**config.mk**
```make
export PLATFORM = sky130hd
export DESIGN_NAME = csi_coef
export DESIGN_NICKNAME = d
export VERILOG_FILES = /design/src/csi_pkg.sv /design/src/csi_coef.sv
export SDC_FILE = /design/constraint.sdc
export NUM_CORES = 1
export LEC_CHECK = 0
export BUFFER_PORTS_ARGS = -buffer_cell sky130_fd_sc_hd__buf_2
export CAP_MARGIN = 20
export CORE_AREA = 5 5 176 178
export CTS_CLUSTER_SIZE = 30
export DETAILED_ROUTE_END_ITERATION = 12
export DIE_AREA = 0 0 181 183
export GPL_TIMING_DRIVEN = 0
export PLACE_DENSITY = 0.83
export SETUP_SLACK_MARGIN = 0.3
export SLEW_MARGIN = 20
export SYNTH_ARGS = -nofsm -noshare
export SYNTH_HDL_FRONTEND = slang
export SYNTH_SLANG_ARGS = --single-unit
```
**constraint.sdc**
```tcl
create_clock -name i_clk -period 8.9 [get_ports i_clk]
set_input_delay 0.445 -clock i_clk [delete_from_list [all_inputs] [get_ports i_clk]]
set_output_delay 0.445 -clock i_clk [all_outputs]
set_load 0.005 [all_outputs]
```
**src/csi_pkg.sv**
```systemverilog
// Shared constants for the cubic segment interpolator: curve mode codes.
package csi_pkg;

    // Width of the curve mode register
    localparam int MODE_W = 2;

    // Curve mode codes; the spare code evaluates the Bezier form
    localparam logic [MODE_W-1:0] MODE_TANGENT = 2'd0;
    localparam logic [MODE_W-1:0] MODE_XFORM   = 2'd1;
    localparam logic [MODE_W-1:0] MODE_BEZIER  = 2'd2;

endpackage

```
**src/csi_coef.sv**
```systemverilog
// Entry stage: clamps the position and forms the doubled cubic coefficients.
module csi_coef #(
    parameter int SAMPLE_W = 16,
    parameter int FRAC_W   = 16,
    parameter int COEF_W   = SAMPLE_W + 6
) (
    input  logic                          i_clk,
    input  logic                          i_rst_n,
    input  logic [csi_pkg::MODE_W-1:0]    i_mode,
    input  logic                          i_valid,
    output logic                          o_stall,
    input  logic [FRAC_W:0]               i_frac_pos,
    input  logic signed [SAMPLE_W-1:0]    i_start_value,
    input  logic signed [SAMPLE_W-1:0]    i_first_aux,
    input  logic signed [SAMPLE_W-1:0]    i_second_aux,
    input  logic signed [SAMPLE_W-1:0]    i_end_value,
    output logic                          o_valid,
    input  logic                          i_stall,
    output logic [FRAC_W:0]               o_x,
    output logic signed [COEF_W-1:0]      o_c3,
    output logic [3*COEF_W-1:0]           o_coefs
);

    localparam int EXT_W = COEF_W - SAMPLE_W;

    logic signed [COEF_W-1:0] y0, pa, pb, y1, d;
    logic signed [COEF_W-1:0] cc, vv, ww, aa;
    logic signed [COEF_W-1:0] n_c0, n_c1, n_c2, n_c3;
    logic [FRAC_W:0]          n_x;
    logic                     en;

    logic                     r_valid;
    logic [FRAC_W:0]          r_x;
    logic signed [COEF_W-1:0] r_c0, r_c1, r_c2, r_c3;

    // Widen the samples so no intermediate can overflow
    assign y0 = {{EXT_W{i_start_value[SAMPLE_W-1]}}, i_start_value};
    assign pa = {{EXT_W{i_first_aux[SAMPLE_W-1]}}, i_first_aux};
    assign pb = {{EXT_W{i_second_aux[SAMPLE_W-1]}}, i_second_aux};
    assign y1 = {{EXT_W{i_end_value[SAMPLE_W-1]}}, i_end_value};
    assign d  = y1 - y0;

    // x-form helper terms
    assign cc = y1 - pa;
    assign vv = (y0 - y1) <<< 1;
    assign ww = cc + vv;
    assign aa = ww + vv + (pb - y0);

    // Position above one is clamped to exactly one
    assign n_x = i_frac_pos[FRAC_W] ? {1'b1, {FRAC_W{1'b0}}} : i_frac_pos;

    // Coefficients, all scaled by two so the x-form halves stay integer
    always_comb begin
        n_c0 = y0 <<< 1;
        case (i_mode)
            csi_pkg::MODE_TANGENT: begin
                n_c1 = pa <<< 1;
                n_c2 = ((d <<< 1) + d - (pa <<< 1) + pb) <<< 1;
                n_c3 = (pa - pb - (d <<< 1)) <<< 1;
            end
            csi_pkg::MODE_XFORM: begin
                n_c1 = cc;
                n_c2 = -(ww + aa);
                n_c3 = aa;
            end
            default: begin
                // Bezier, also for the spare code
                n_c1 = (((pa - y0) <<< 1) + (pa - y0)) <<< 1;
                n_c2 = (((y0 - (pa <<< 1) + pb) <<< 1) + (y0 - (pa <<< 1) + pb)) <<< 1;
                n_c3 = (d + ((pa - pb) <<< 1) + (pa - pb)) <<< 1;
            end
        endcase
    end

    // Stage handshake
    assign en      = !r_valid || !i_stall;
    assign o_stall = r_valid && i_stall;

    always_ff @(posedge i_clk) begin
        if (!i_rst_n) begin
            r_valid <= 1'b0;
        end else if (en) begin
            r_valid <= i_valid;
        end
    end

    always_ff @(posedge i_clk) begin
        if (en && i_valid) begin
            r_x  <= n_x;
            r_c0 <= n_c0;
            r_c1 <= n_c1;
            r_c2 <= n_c2;
            r_c3 <= n_c3;
        end
    end

    assign o_valid = r_valid;
    assign o_x     = r_x;
    assign o_c3    = r_c3;
    assign o_coefs = {r_c2, r_c1, r_c0};

endmodule

```
==> impl_metrics.yaml <==
floorplanning:
  design.core.area_sq_um: 29240
  die_h_um: 183
  dieArea_sq_um: 33120
  die_w_um: 181
  start_util: 0.6114
  num_io_pins: 194
  rows: 63
grt:
  grt_pass1_wl_um: 87600
  grt_overflow_total: 0
  grt_max_degree: 30
  grt_usage: 0.3379
  grt_pass1_vias: 16130
  antenna_found_initial: 0
cts:
  numCtsBuffers: 9
  cts_buffer_depth: 2
  ctsHoldBuffers: 0
  clk-insertion-delay-late_ns: 0.39
  cts_tree: "built"
  path_clk_slew_ns: 0.09
  cts_sinks: 97
  cts_root_buf: "clkbuf_16"
  h-tree-depth: 3
min_path:
  hold_end: "r_c0[11]$_DFFE_PP_"
  min_path_type: "in -> reg"
  hold_path.startpoint: "i_start_value[10]"
  whs_path_depth: 1
logic_synthesis:
  synthTopCellsByArea: "ha_1 (19%), edfxtp_1 (16%), fa_1 (13%), xnor2_1 (6.1%), inv_1 (5.3%)"
  syn-num-nets: 2532
  ys_ff_latch: 97
  yosys.area.top_type: "ha_1"
  synth_top_area_frac: 0.1903
  syn_area_per_cell_sq_um: 8.680
  ys_warn_count: 0
  synth_edf_count: 96
  yosysSeqAreaShare: 0.1623
  ys_types: 87
  ys_dominant_reg_cell: "edfxtp_1"
  synth_area_sq_um: 17880
  synth_async_sr_flop_share: 0
  synth_cells: 2060
routing:
  first_pass_iters: 6
  drc: 0
  first_iter_violations: 1415
  num_vias: 16280
  wl_um: 57430
  vias_per_cell: 6.111
  routedWlPerCell_um: 21.56
  postRouteAntennaNets: 0
sta:
  fmax_mhz: 121.1
  tns_ns: 0
  hold_viol: 0
  tightest_slew_ns: 1.214
  slew-limit-headroom: 0.1906
  period_minus_slack_ns: 8.259
  slew_viol_final: 0
  rsz0062_at_grt: "no"
  fin_skew_ns: 0.01472
  setup-violations-final: 0
  final.period_utilization: 0.9280
worst_setup_path:
  critPathMaxStageDelay_ns: 0.54
  critPathSlowestCell: "a2111oi_2"
  crit_path_frequent_cell: "ha_1"
  arrival_ns: 8.43
  worstSetupPathType: "in -> reg"
  reg2reg_to: "o_c3[17]$_DFFE_PP_"
  rrSetupSlack_ns: 7.12
  r2r-start: "o_valid$_SDFFE_PN0N_"
  rr_worst_depth: 4
  critPathLaunchType: "primary input"
  crit_fanout: 7
  crit_required_ns: 9.07
  endpoint_kind: "flip-flop"
run:
  drv_cap: 0
outcome:
  status: "finished clean"
cells_and_area:
  postLayoutCellArea_sq_um: 19760
  layout-drive-gt1-share: 0.1135
  syn2layout_area_growth_pct: 10.52
  ff_latch_area_sq_um: 2903
  fillCellCount: 2470
  final_cells: 2664
  multi_input_comb_area_sq_um: 13860
  nets: 2741
placed_design:
  dpl_cell_area_sq_um: 19390
  io_buffers: 191
  gp_congestion: 0.9834
  dp.cells: 2644
  dp_hpwl_um: 47440
area by class of cell:
type                            instances  share of cell area
Antenna cell                            1           0.0001266
Buffer                                 47             0.01070
Clock buffer                            9             0.01140
Clock inverter                          6            0.002659
Inverter                              257             0.04901
Multi-Input combinational cell       1659              0.7016
Sequential cell                        97              0.1469
Tap cell                              390             0.02469
Timing Repair Buffer                  198             0.05293
through the flow:
stage               setup WS, ns  utilization  hold slack, ns
floorplan                  1.633            -          0.5439
global placement         0.05533       0.6608          0.5702
detailed placement      -0.02065       0.6632          0.6566
CTS                       0.3975       0.6727          0.2538
global route              0.3041       0.6757          0.2645
finish                    0.6409       0.6757          0.2682
cell usage after synthesis, drive strengths merged, types with 4 or more instances:
| master | n |
|---|---|
| nand3 | 31 |
| a22oi | 8 |
| or2 | 7 |
| nor2 | 127 |
| xor2 | 64 |
| o41a | 4 |
| and2 | 12 |
| a21oi | 155 |
| a41oi | 7 |
| a21o | 65 |
| a211o | 11 |
| nand4 | 9 |
| o21ai | 129 |
| a221oi | 10 |
| ha | 272 |
| a211oi | 35 |
| o41ai | 7 |
| or3 | 13 |
| o211ai | 18 |
| o22ai | 8 |
| fa | 113 |
| edfxtp | 96 |
| xnor2 | 125 |
| o31a | 9 |
| nand2 | 106 |
| nor3b | 4 |
| and3 | 13 |
| nor2b | 53 |
| a21boi | 7 |
| o311a | 4 |
| o31ai | 7 |
| nor3 | 32 |
| nand2b | 43 |
| o221ai | 4 |
| nor4 | 5 |
| o21bai | 33 |
| o21a | 32 |
| inv | 256 |
| clkbuf | 35 |
| buf | 12 |
| mux2i | 17 |
| a31o | 4 |
| a2111oi | 7 |
| a31oi | 15 |
cell families after synthesis:
family          synth area share
simple gates              0.1257
fa+ha+maj                 0.3168
other cells            0.0002097
xor+xnor                 0.09258
mux                      0.01078
flops                     0.1623
buf+inv                  0.06571
compound gates            0.2258
state kept, by name, summed over array words and instances (netlist names):
register and count:
r_c2 22, o_c3 21, r_c1 20, o_x 17
r_c0 16, o_valid 1
metal layers:
metal  routed length [um]  GRT usage  vias up
met5                    0          0        -
met4                 3500     0.1834        0
met3                 3886    0.04502      164
met2                27230     0.5812      691
met1                22820     0.4144     7699
li1                     -          -     7726
placed cells by master, fill, tap and decap left out, drive strengths merged, types with 12 or more instances in the layout:
cell	count
ha	272
inv	257
buf	210
a21oi	155
o21ai	129
nor2	127
xnor2	125
fa	113
nand2	106
edfxtp	96
a21o	65
xor2	64
nor2b	53
clkbuf	44
nand2b	43
a211oi	35
o21bai	33
nor3	32
o21a	32
nand3	31
o211ai	18
mux2i	17
a31oi	15
and3	13
or3	13
and2	12
worst max path at each step:
stage                     startpoint                 end  slack (ns)
floorplan           i_start_value[0]  r_c2[21]$_DFFE_PP_        1.63
global placement    i_start_value[0]  r_c2[21]$_DFFE_PP_        0.06
detailed placement  i_start_value[0]  r_c2[21]$_DFFE_PP_       -0.02
CTS                 i_start_value[0]  r_c2[21]$_DFFE_PP_        0.40
global route        i_start_value[0]  r_c2[21]$_DFFE_PP_        0.30
finish              i_start_value[0]  r_c2[21]$_DFFE_PP_        0.64
worst max-delay path, delay by kind of cell:
kind / cells / cell delay (ns)
AOI/OAI and AO/OA: 15 / 3.43
xor gates and xnor gates: 2 / 0.41
and+or+nand+nor: 6 / 1.02
muxes: 1 / 0.35
adders and majority gates: 7 / 2.48
buffers and inverters: 3 / 0.29
repair_timing:
item / in CTS / in global routing
resized for setup: 1 / 10
setup endpoints to repair: 1 / 3
gates cloned: 0 / 0
pin swaps: 0 / 3
setup buffers: 0 / 4
Power is left out: the tool's default activity adds up to more than one toggle a clock period on the data nets, which glitch-free logic cannot reach.
