===== config.mk =====
export PLATFORM = sky130hd
export DESIGN_NAME = csi_round
export DESIGN_NICKNAME = d
export VERILOG_FILES = /design/src/csi_round.sv
export SDC_FILE = /design/constraint.sdc
export NUM_CORES = 1
export LEC_CHECK = 0
export BUFFER_PORTS_ARGS = -buffer_cell sky130_fd_sc_hd__clkbuf_2
export CAP_MARGIN = 15
export CORE_ASPECT_RATIO = 1.2
export CORE_MARGIN = 1.5
export CORE_UTILIZATION = 40
export DETAILED_ROUTE_END_ITERATION = 7
export PLACE_DENSITY = 0.79
export REMOVE_ABC_BUFFERS = 1
export SETUP_SLACK_MARGIN = 0.3
export SLEW_MARGIN = 10
export SYNTH_ARGS = -nofsm -noshare
export SYNTH_HDL_FRONTEND = slang
export SYNTH_SLANG_ARGS = --single-unit

===== constraint.sdc =====
create_clock -name i_clk -period 3.7 [get_ports i_clk]
set_input_delay 0.74 -clock i_clk [delete_from_list [all_inputs] [get_ports i_clk]]
set_output_delay 0.74 -clock i_clk [all_outputs]
set_load 0.05 [all_outputs]

===== src/csi_round.sv =====
// Output stage: round to nearest, saturate and hold the result for transfer.
module csi_round #(
    parameter int SAMPLE_W = 16,
    parameter int FRAC_W   = 16,
    parameter int IN_W     = 76
) (
    input  logic                        i_clk,
    input  logic                        i_rst_n,
    input  logic                        i_valid,
    output logic                        o_stall,
    input  logic signed [IN_W-1:0]      i_acc,
    output logic                        o_valid,
    input  logic                        i_stall,
    output logic signed [SAMPLE_W-1:0]  o_value,
    output logic                        o_sat
);

    localparam int SH    = 3 * FRAC_W + 1;
    localparam int SUM_W = IN_W + 1;
    localparam int R_W   = SUM_W - SH;
    localparam logic signed [SUM_W-1:0] HALF  = SUM_W'(1) << (SH - 1);
    localparam logic signed [R_W-1:0]   LIM_H = {{(R_W-SAMPLE_W+1){1'b0}}, {(SAMPLE_W-1){1'b1}}};
    localparam logic signed [R_W-1:0]   LIM_L = {{(R_W-SAMPLE_W+1){1'b1}}, {(SAMPLE_W-1){1'b0}}};

    logic signed [SUM_W-1:0]    sum;
    logic signed [R_W-1:0]      rnd;
    logic                       over, under, en;
    logic signed [SAMPLE_W-1:0] n_value;

    logic                       r_valid;
    logic signed [SAMPLE_W-1:0] r_value;
    logic                       r_sat;

    // Add one half and drop the fraction; ties go up
    assign sum   = {i_acc[IN_W-1], i_acc} + HALF;
    assign rnd   = sum[SUM_W-1:SH];
    assign over  = rnd > LIM_H;
    assign under = rnd < LIM_L;

    always_comb begin
        if (over) begin
            n_value = LIM_H[SAMPLE_W-1:0];
        end else if (under) begin
            n_value = LIM_L[SAMPLE_W-1:0];
        end else begin
            n_value = rnd[SAMPLE_W-1:0];
        end
    end

    // Output register handshake
    assign en      = !r_valid || !i_stall;
    assign o_stall = r_valid && i_stall;

    always_ff @(posedge i_clk) begin
        if (!i_rst_n) begin
            r_valid <= 1'b0;
        end else if (en) begin
            r_valid <= i_valid;
        end
    end

    always_ff @(posedge i_clk) begin
        if (en && i_valid) begin
            r_value <= n_value;
            r_sat   <= over || under;
        end
    end

    assign o_valid = r_valid;
    assign o_value = r_value;
    assign o_sat   = r_sat;

endmodule


==> impl_metrics.py, run 1 <==
metrics = {
    "status": {
        "outcome": "completed",
    },
    "detailed_routing": {
        "routed_wl_um": 2909,
        "drc_errors": 0,
        "avgViaCountPerCell": 5.511,
        "vias": 1251,
        "drt_iter0_markers": 47,
        "wl_per_cell_um": 12.81,
        "ant_nets": 0,
        "dr.pass1.iters": 4,
    },
    "clock_network": {
        "cts_tree": "built",
        "path_clk_slew_ns": 0.10,
        "cts_buffer_depth": 2,
        "root_buffer": "clkbuf_4",
        "cts.sinks": 18,
        "cts_hold_buf": 0,
        "clock_latency_ns": 0.30,
        "h-tree-depth": 1,
        "cts_resized": 0,
        "cts_buffers": 3,
        "cts_setup_buffers": 0,
    },
    "setup_path": {
        "reg2reg_to": "o_value[5]$_SDFFCE_PN1P_",
        "slowest_stage": "o31ai_4",
        "timing.critical_path.required_ns": 3.73,
        "critical_path_class": "in -> reg",
        "r2r_slack_ns": 2.55,
        "crit_start": "i_acc[53]",
        "crit_end": "o_value[4]$_SDFFCE_PN1P_",
        "path_cells": "clkbuf_2 -> nand3_2 -> nor3_1 -> nand3_1 -> xor2_1 -> o2111ai_1 -> o31ai_4 -> a21oi_1",
        "cp.arrival_ns": 2.94,
        "critPathLaunchType": "input pin",
        "critPathMaxFanout": 15,
        "reg2reg_from": "o_valid$_SDFFE_PN0N_",
        "r2r_cells": 3,
        "cp.depth": 8,
        "crit_buf_inv": 1,
        "max_stage_delay_ns": 0.57,
        "path_delay_family": "compound AO/OA/AOI/OAI gates",
        "cp-end-kind": "flip-flop",
    },
    "synth": {
        "synth_area_leaders": "edfxtp_1 38%, xnor2_1 6.5%, a21oi_1 6.4%",
        "yosys_most_used_dff": "edfxtp_1",
        "synth_common_cells": "17 x a21oi_1, 17 x edfxtp_1, 13 x nand3_1",
        "yosysTopAreaCell": "edfxtp_1",
        "yosys_warnings": 0,
        "postSynth.asyncResetShare_pct": 0,
        "synth.top_cell.area_share_pct": 38.17,
        "syn_inst": 137,
        "ys_types": 40,
        "ys_seq_area_share_pct": 39.66,
        "netlist_area_um2": 1338,
        "synth_edf_count": 17,
        "syn_avg_cell_area_um2": 9.763,
        "ys_ff_latch": 18,
    },
    "pwr": {
        "ir_drop_v": 0.0002057,
        "p_clk_share_pct": 21.1,
        "total_power_uw": 485.3,
        "p_int_uw": 319.7,
        "power_frac_seq_pct": 49.8,
        "pwr_density_cell_nw_per_um2": 292.5,
        "p_switching_uw": 165.6,
        "comb_power_share_pct": 29.1,
        "power_switching_share_pct": 34.13,
        "p_leak_nw": 0.6700,
    },
    "sta": {
        "min_period_ns": 2.910,
        "tns_ns": 0,
        "final.period_utilization_pct": 78.65,
        "setup-violations-final": 0,
        "hold_viol": 0,
        "max_freq_ghz": 0.3437,
        "slew_headroom_pct": 59.01,
        "worst_pin_slew_ns": 0.6148,
        "rsz0062_at_grt": "no",
        "skew_ns": 0.001998,
        "drv_slew": 0,
    },
    "die": {
        "die-area_um2": 3701,
        "die_w_um": 55.79,
        "die_h_um": 66.35,
        "core_um2": 3138,
        "io_pins": 99,
        "start_util_pct": 42.62,
        "rows": 22,
    },
    "flow_run": {
        "max_cap_viol_count": 0,
    },
    "grt": {
        "grt_pass1_vias": 1118,
        "antenna_found_initial": 0,
        "grtUsageTotal_pct": 16.31,
        "grt_pass1_wl_um": 4767,
        "grt_max_degree": 18,
        "grt_overflow": 0,
    },
    "placed_design": {
        "dp.final_hpwl_um": 2284,
        "placed_cell_area_um2": 1633,
        "dp_cells": 223,
        "port_buffers": 50,
        "gp_congestion": 0.9247,
    },
    "min_path": {
        "hold-path-cell-count": 2,
        "hold_path.class": "reg -> reg",
    },
    "layout": {
        "final_area_um2": 1659,
        "antenna_cells": 0,
        "drive_gt1_share_pct": 35.08,
        "syn_to_final_growth_pct": 24.04,
        "final_cells": 227,
        "nets": 273,
    },
}
## worst register-to-register path, cell delays in order (launching register included)
cell	delay, ns
dfxtp_1	0.32
and2_1	0.15
nor2b_1	0.12
buf_4	0.26
## state kept, by name, summed over array words and instances (netlist names)
signal / cells
o_sat: 1
o_value: 16
o_valid: 1
## final cells by class
class / instances / area, um2
fillers: 304 / 1479
multi-input cells: 112 / 769.5
flip-flops and latches: 18 / 530.5
repair buffers: 53 / 272.8
well taps: 36 / 45.04
clock buffers: 3 / 22.52
inverters: 4 / 15.01
clock inverters: 1 / 3.754
## kinds of logic after synthesis
logic type	synth area share, %
and+or+nand+nor	29.93
AOI/OAI and AO/OA	13.28
xor gates and xnor gates	11.79
DFF	39.66
buffers and inverters	2.806
muxes	1.590
adders and majority gates	0.9353
## through the flow
| stage | utilization (%) | setup slack, ns | hold WS, ns |
|---|---|---|---|
| 6_report | 52.87 | 0.7901 | 0.6305 |
| 5_1_grt | 52.87 | 0.5286 | 0.6457 |
| 4_1_cts | 52.87 | 0.8070 | 0.6368 |
| 3_5_place_dp | 52.03 | 0.4680 | 0.6165 |
| 3_3_place_gp | 52.03 | 0.5215 | 0.6047 |
| 2_1_floorplan | - | 0.7607 | 0.8578 |
## worst min-delay path by stage
stage / from / end / slack, ns
after floorplan: i_rst_n / o_valid$_SDFFE_PN0N_ / 0.86
after global placement: o_valid$_SDFFE_PN0N_ / o_valid$_SDFFE_PN0N_ / 0.60
after detailed placement: o_valid$_SDFFE_PN0N_ / o_valid$_SDFFE_PN0N_ / 0.62
after CTS: i_rst_n / o_valid$_SDFFE_PN0N_ / 0.64
after global routing: i_rst_n / o_valid$_SDFFE_PN0N_ / 0.65
final: o_valid$_SDFFE_PN0N_ / o_valid$_SDFFE_PN0N_ / 0.63
## power by group through the flow
stage	Sequential, mW	Clock (mW)	Combinational [mW]
6_report	0.242	0.102	0.141
5_1_grt	0.243	0.112	0.152
4_1_cts	0.242	0.106	0.141
3_5_place_dp	0.247	0	0.141
3_3_place_gp	0.246	0	0.139
2_1_floorplan	0.293	0	0.0439
## cells in the final DEF (no fill, tap or decap), drive strengths merged, types with 2 or more instances in the layout
cell type  count
and3           5
a21oi         17
nor4           3
xnor2         10
clkbuf        53
buf            3
inv            4
nor3b          2
nor2           8
nor3           5
edfxtp        17
o21ai          2
nand4          9
xor2           8
nand3         15
nand2          9
## per-layer routing
metal,GRT usage (%),vias to the layer above,wire length (um)
li1,-,634,-
met1,20.63,550,1337
met2,26.64,62,1256
met3,1.957,5,249
met4,9.756,0,65
met5,0,-,0
No activity file was read; power rests on OpenSTA's default activity.
==> run 2, diff against run 1 <==
==> constraint.sdc (replaced) <==
create_clock -name i_clk -period 2.8 [get_ports i_clk]
set_input_delay 0.56 -clock i_clk [delete_from_list [all_inputs] [get_ports i_clk]]
set_output_delay 0.56 -clock i_clk [all_outputs]
set_load 0.05 [all_outputs]
==> impl_metrics.py, run 2 (synthesized netlist as in run 1, its figures left out) <==
metrics = {
    "status": {
        "outcome": "completed",
    },
    "setup_path": {
        "timing.critical_path.required_ns": 2.86,
        "slowest_stage": "nor4_4",
        "critical_path_class": "in -> reg",
        "path_cells": "buf_8 -> ha_4 -> nand4_1 -> buf_4 -> nor4_4 -> nand4_1 -> a21oi_2 -> a21oi_2 -> o31ai_4 -> clkbuf_16 -> a21oi_1",
        "critPathMaxFanout": 7,
        "cp-end-kind": "flip-flop",
        "critPathLaunchType": "input pin",
        "cp.arrival_ns": 2.55,
        "max_stage_delay_ns": 0.37,
    },
    "die": {
        "core_um2": 3138,
        "io_pins": 99,
        "die_w_um": 55.79,
        "die_h_um": 66.35,
        "start_util_pct": 42.62,
        "rows": 22,
        "die-area_um2": 3701,
    },
    "detailed_routing": {
        "routed_wl_um": 3178,
        "wl_per_cell_um": 13.13,
        "drc_errors": 0,
        "drt_iter0_markers": 38,
        "vias": 1342,
        "avgViaCountPerCell": 5.545,
        "dr.pass1.iters": 4,
        "ant_nets": 0,
    },
    "pwr": {
        "p_leak_nw": 0.7613,
        "total_power_uw": 657.1,
        "ir_drop_v": 0.0002705,
        "pwr_density_cell_nw_per_um2": 355.6,
    },
    "sta": {
        "holdWs_ns": 0.4756,
        "drv_slew": 0,
        "final.period_utilization_pct": 89.20,
        "worst_pin_slew_ns": 0.3943,
        "hold_viol": 0,
        "skew_ns": 0.005271,
        "slew_headroom_pct": 73.52,
        "min_period_ns": 2.498,
        "max_freq_ghz": 0.4004,
        "tns_ns": 0,
        "rsz0062_at_grt": "yes",
        "setup-violations-final": 0,
    },
    "clock_network": {
        "cts_buffers": 3,
        "cts_tree": "built",
        "h-tree-depth": 1,
        "path_clk_slew_ns": 0.10,
        "clock_latency_ns": 0.29,
        "root_buffer": "clkbuf_4",
        "cts_buffer_depth": 2,
        "cts.sinks": 18,
    },
    "layout": {
        "nets": 288,
        "drive_gt1_share_pct": 42.23,
        "largest_reg_flops": 16,
        "syn_to_final_growth_pct": 38.17,
        "layout_common_cells": "48 x clkbuf_2, 17 x edfxtp_1, 16 x buf_4",
        "antenna_cells": 0,
        "layout_commonest_cell": "clkbuf_2",
    },
    "grt": {
        "grt_max_degree": 18,
        "grt_pass1_wl_um": 4961,
        "grt_overflow": 0,
        "grtUsageTotal_pct": 16.76,
        "antenna_found_initial": 0,
        "grt_pass1_vias": 1200,
    },
    "placed_design": {
        "port_buffers": 50,
        "gp_congestion": 0.9284,
        "dp.final_hpwl_um": 2330,
    },
    "flow_run": {
        "max_cap_viol_count": 0,
    },
    "min_path": {
        "hold_path.class": "in -> reg",
    },
}
-- run 2: changes by cell type in the layout (fill, tap and decap cells not counted), moves of 2 or more --
cell / change
a21oi_1: -3
clkbuf_2: -2
a21oi_2: +3
buf_4: +13
-- run 2: report_power, final --
part / total, mW / internal [mW] / switching [mW]
clock network: 0.133 / 0.0555 / 0.0775
logic: 0.205 / 0.0680 / 0.137
registers: 0.319 / 0.315 / 0.00418
-- run 2: timing repair --
item / in CTS / in global routing
hold buffers: 0 / 0
buffers inserted: 0 / 8
hold endpoints to repair: 0 / 0
endpoints found under the setup margin: 0 / 15
gates resized for setup: 0 / 13
-- run 2: layout make-up --
| type | instances | area, um2 |
|---|---|---|
| inverter | 4 | 15.01 |
| clock buffer | 4 | 26.28 |
| timing repair buffer | 68 | 431.7 |
| multi-input combinational | 112 | 799.5 |
| tap | 36 | 45.04 |
| fill | 278 | 1290 |
| sequential | 18 | 530.5 |
-- run 2: metrics by stage --
stage | util (%) | setup WS, ns | cell area (um2) | cells
2_1_floorplan | - | 0.04072 | 1315 | 134
3_3_place_gp | 53.87 | 0.06187 | 1690 | 229
3_5_place_dp | 53.87 | 0.02873 | 1690 | 229
4_1_cts | 54.70 | 0.3202 | 1717 | 233
5_1_grt | 58.89 | 0.1909 | 1848 | 242
6_report | 58.89 | 0.3025 | 1848 | 242
-- run 2: final timing paths --
kind / start / endpoint / slack [ns] / cells after the start
max: i_acc[48] / o_value[2]$_SDFFCE_PN1P_ / 0.30 / 11
min: i_rst_n / o_valid$_SDFFE_PN0N_ / 0.48 / 2
min reg2reg: o_valid$_SDFFE_PN0N_ / o_valid$_SDFFE_PN0N_ / 0.65 / 2
max reg2reg: o_valid$_SDFFE_PN0N_ / o_value[11]$_SDFFCE_PN1P_ / 1.66 / 3
-- run 2: worst max-delay path: cells and delay by family --
kind                     cells  cell delay (ns)
AO/OA/AOI/OAI                4             0.67
AND/OR/NAND/NOR              3             0.71
buffers and inverters        3             0.49
adder cells (fa/ha/maj)      1             0.13
-- run 2: routing by layer --
metal  wire (um)  global-route usage, %  vias to the layer above
met4          91                  8.537                        0
met2        1550                  29.02                       53
li1            -                      -                      664
met5           0                      0                        -
met1        1361                  20.36                      616
met3         176                  2.153                        9
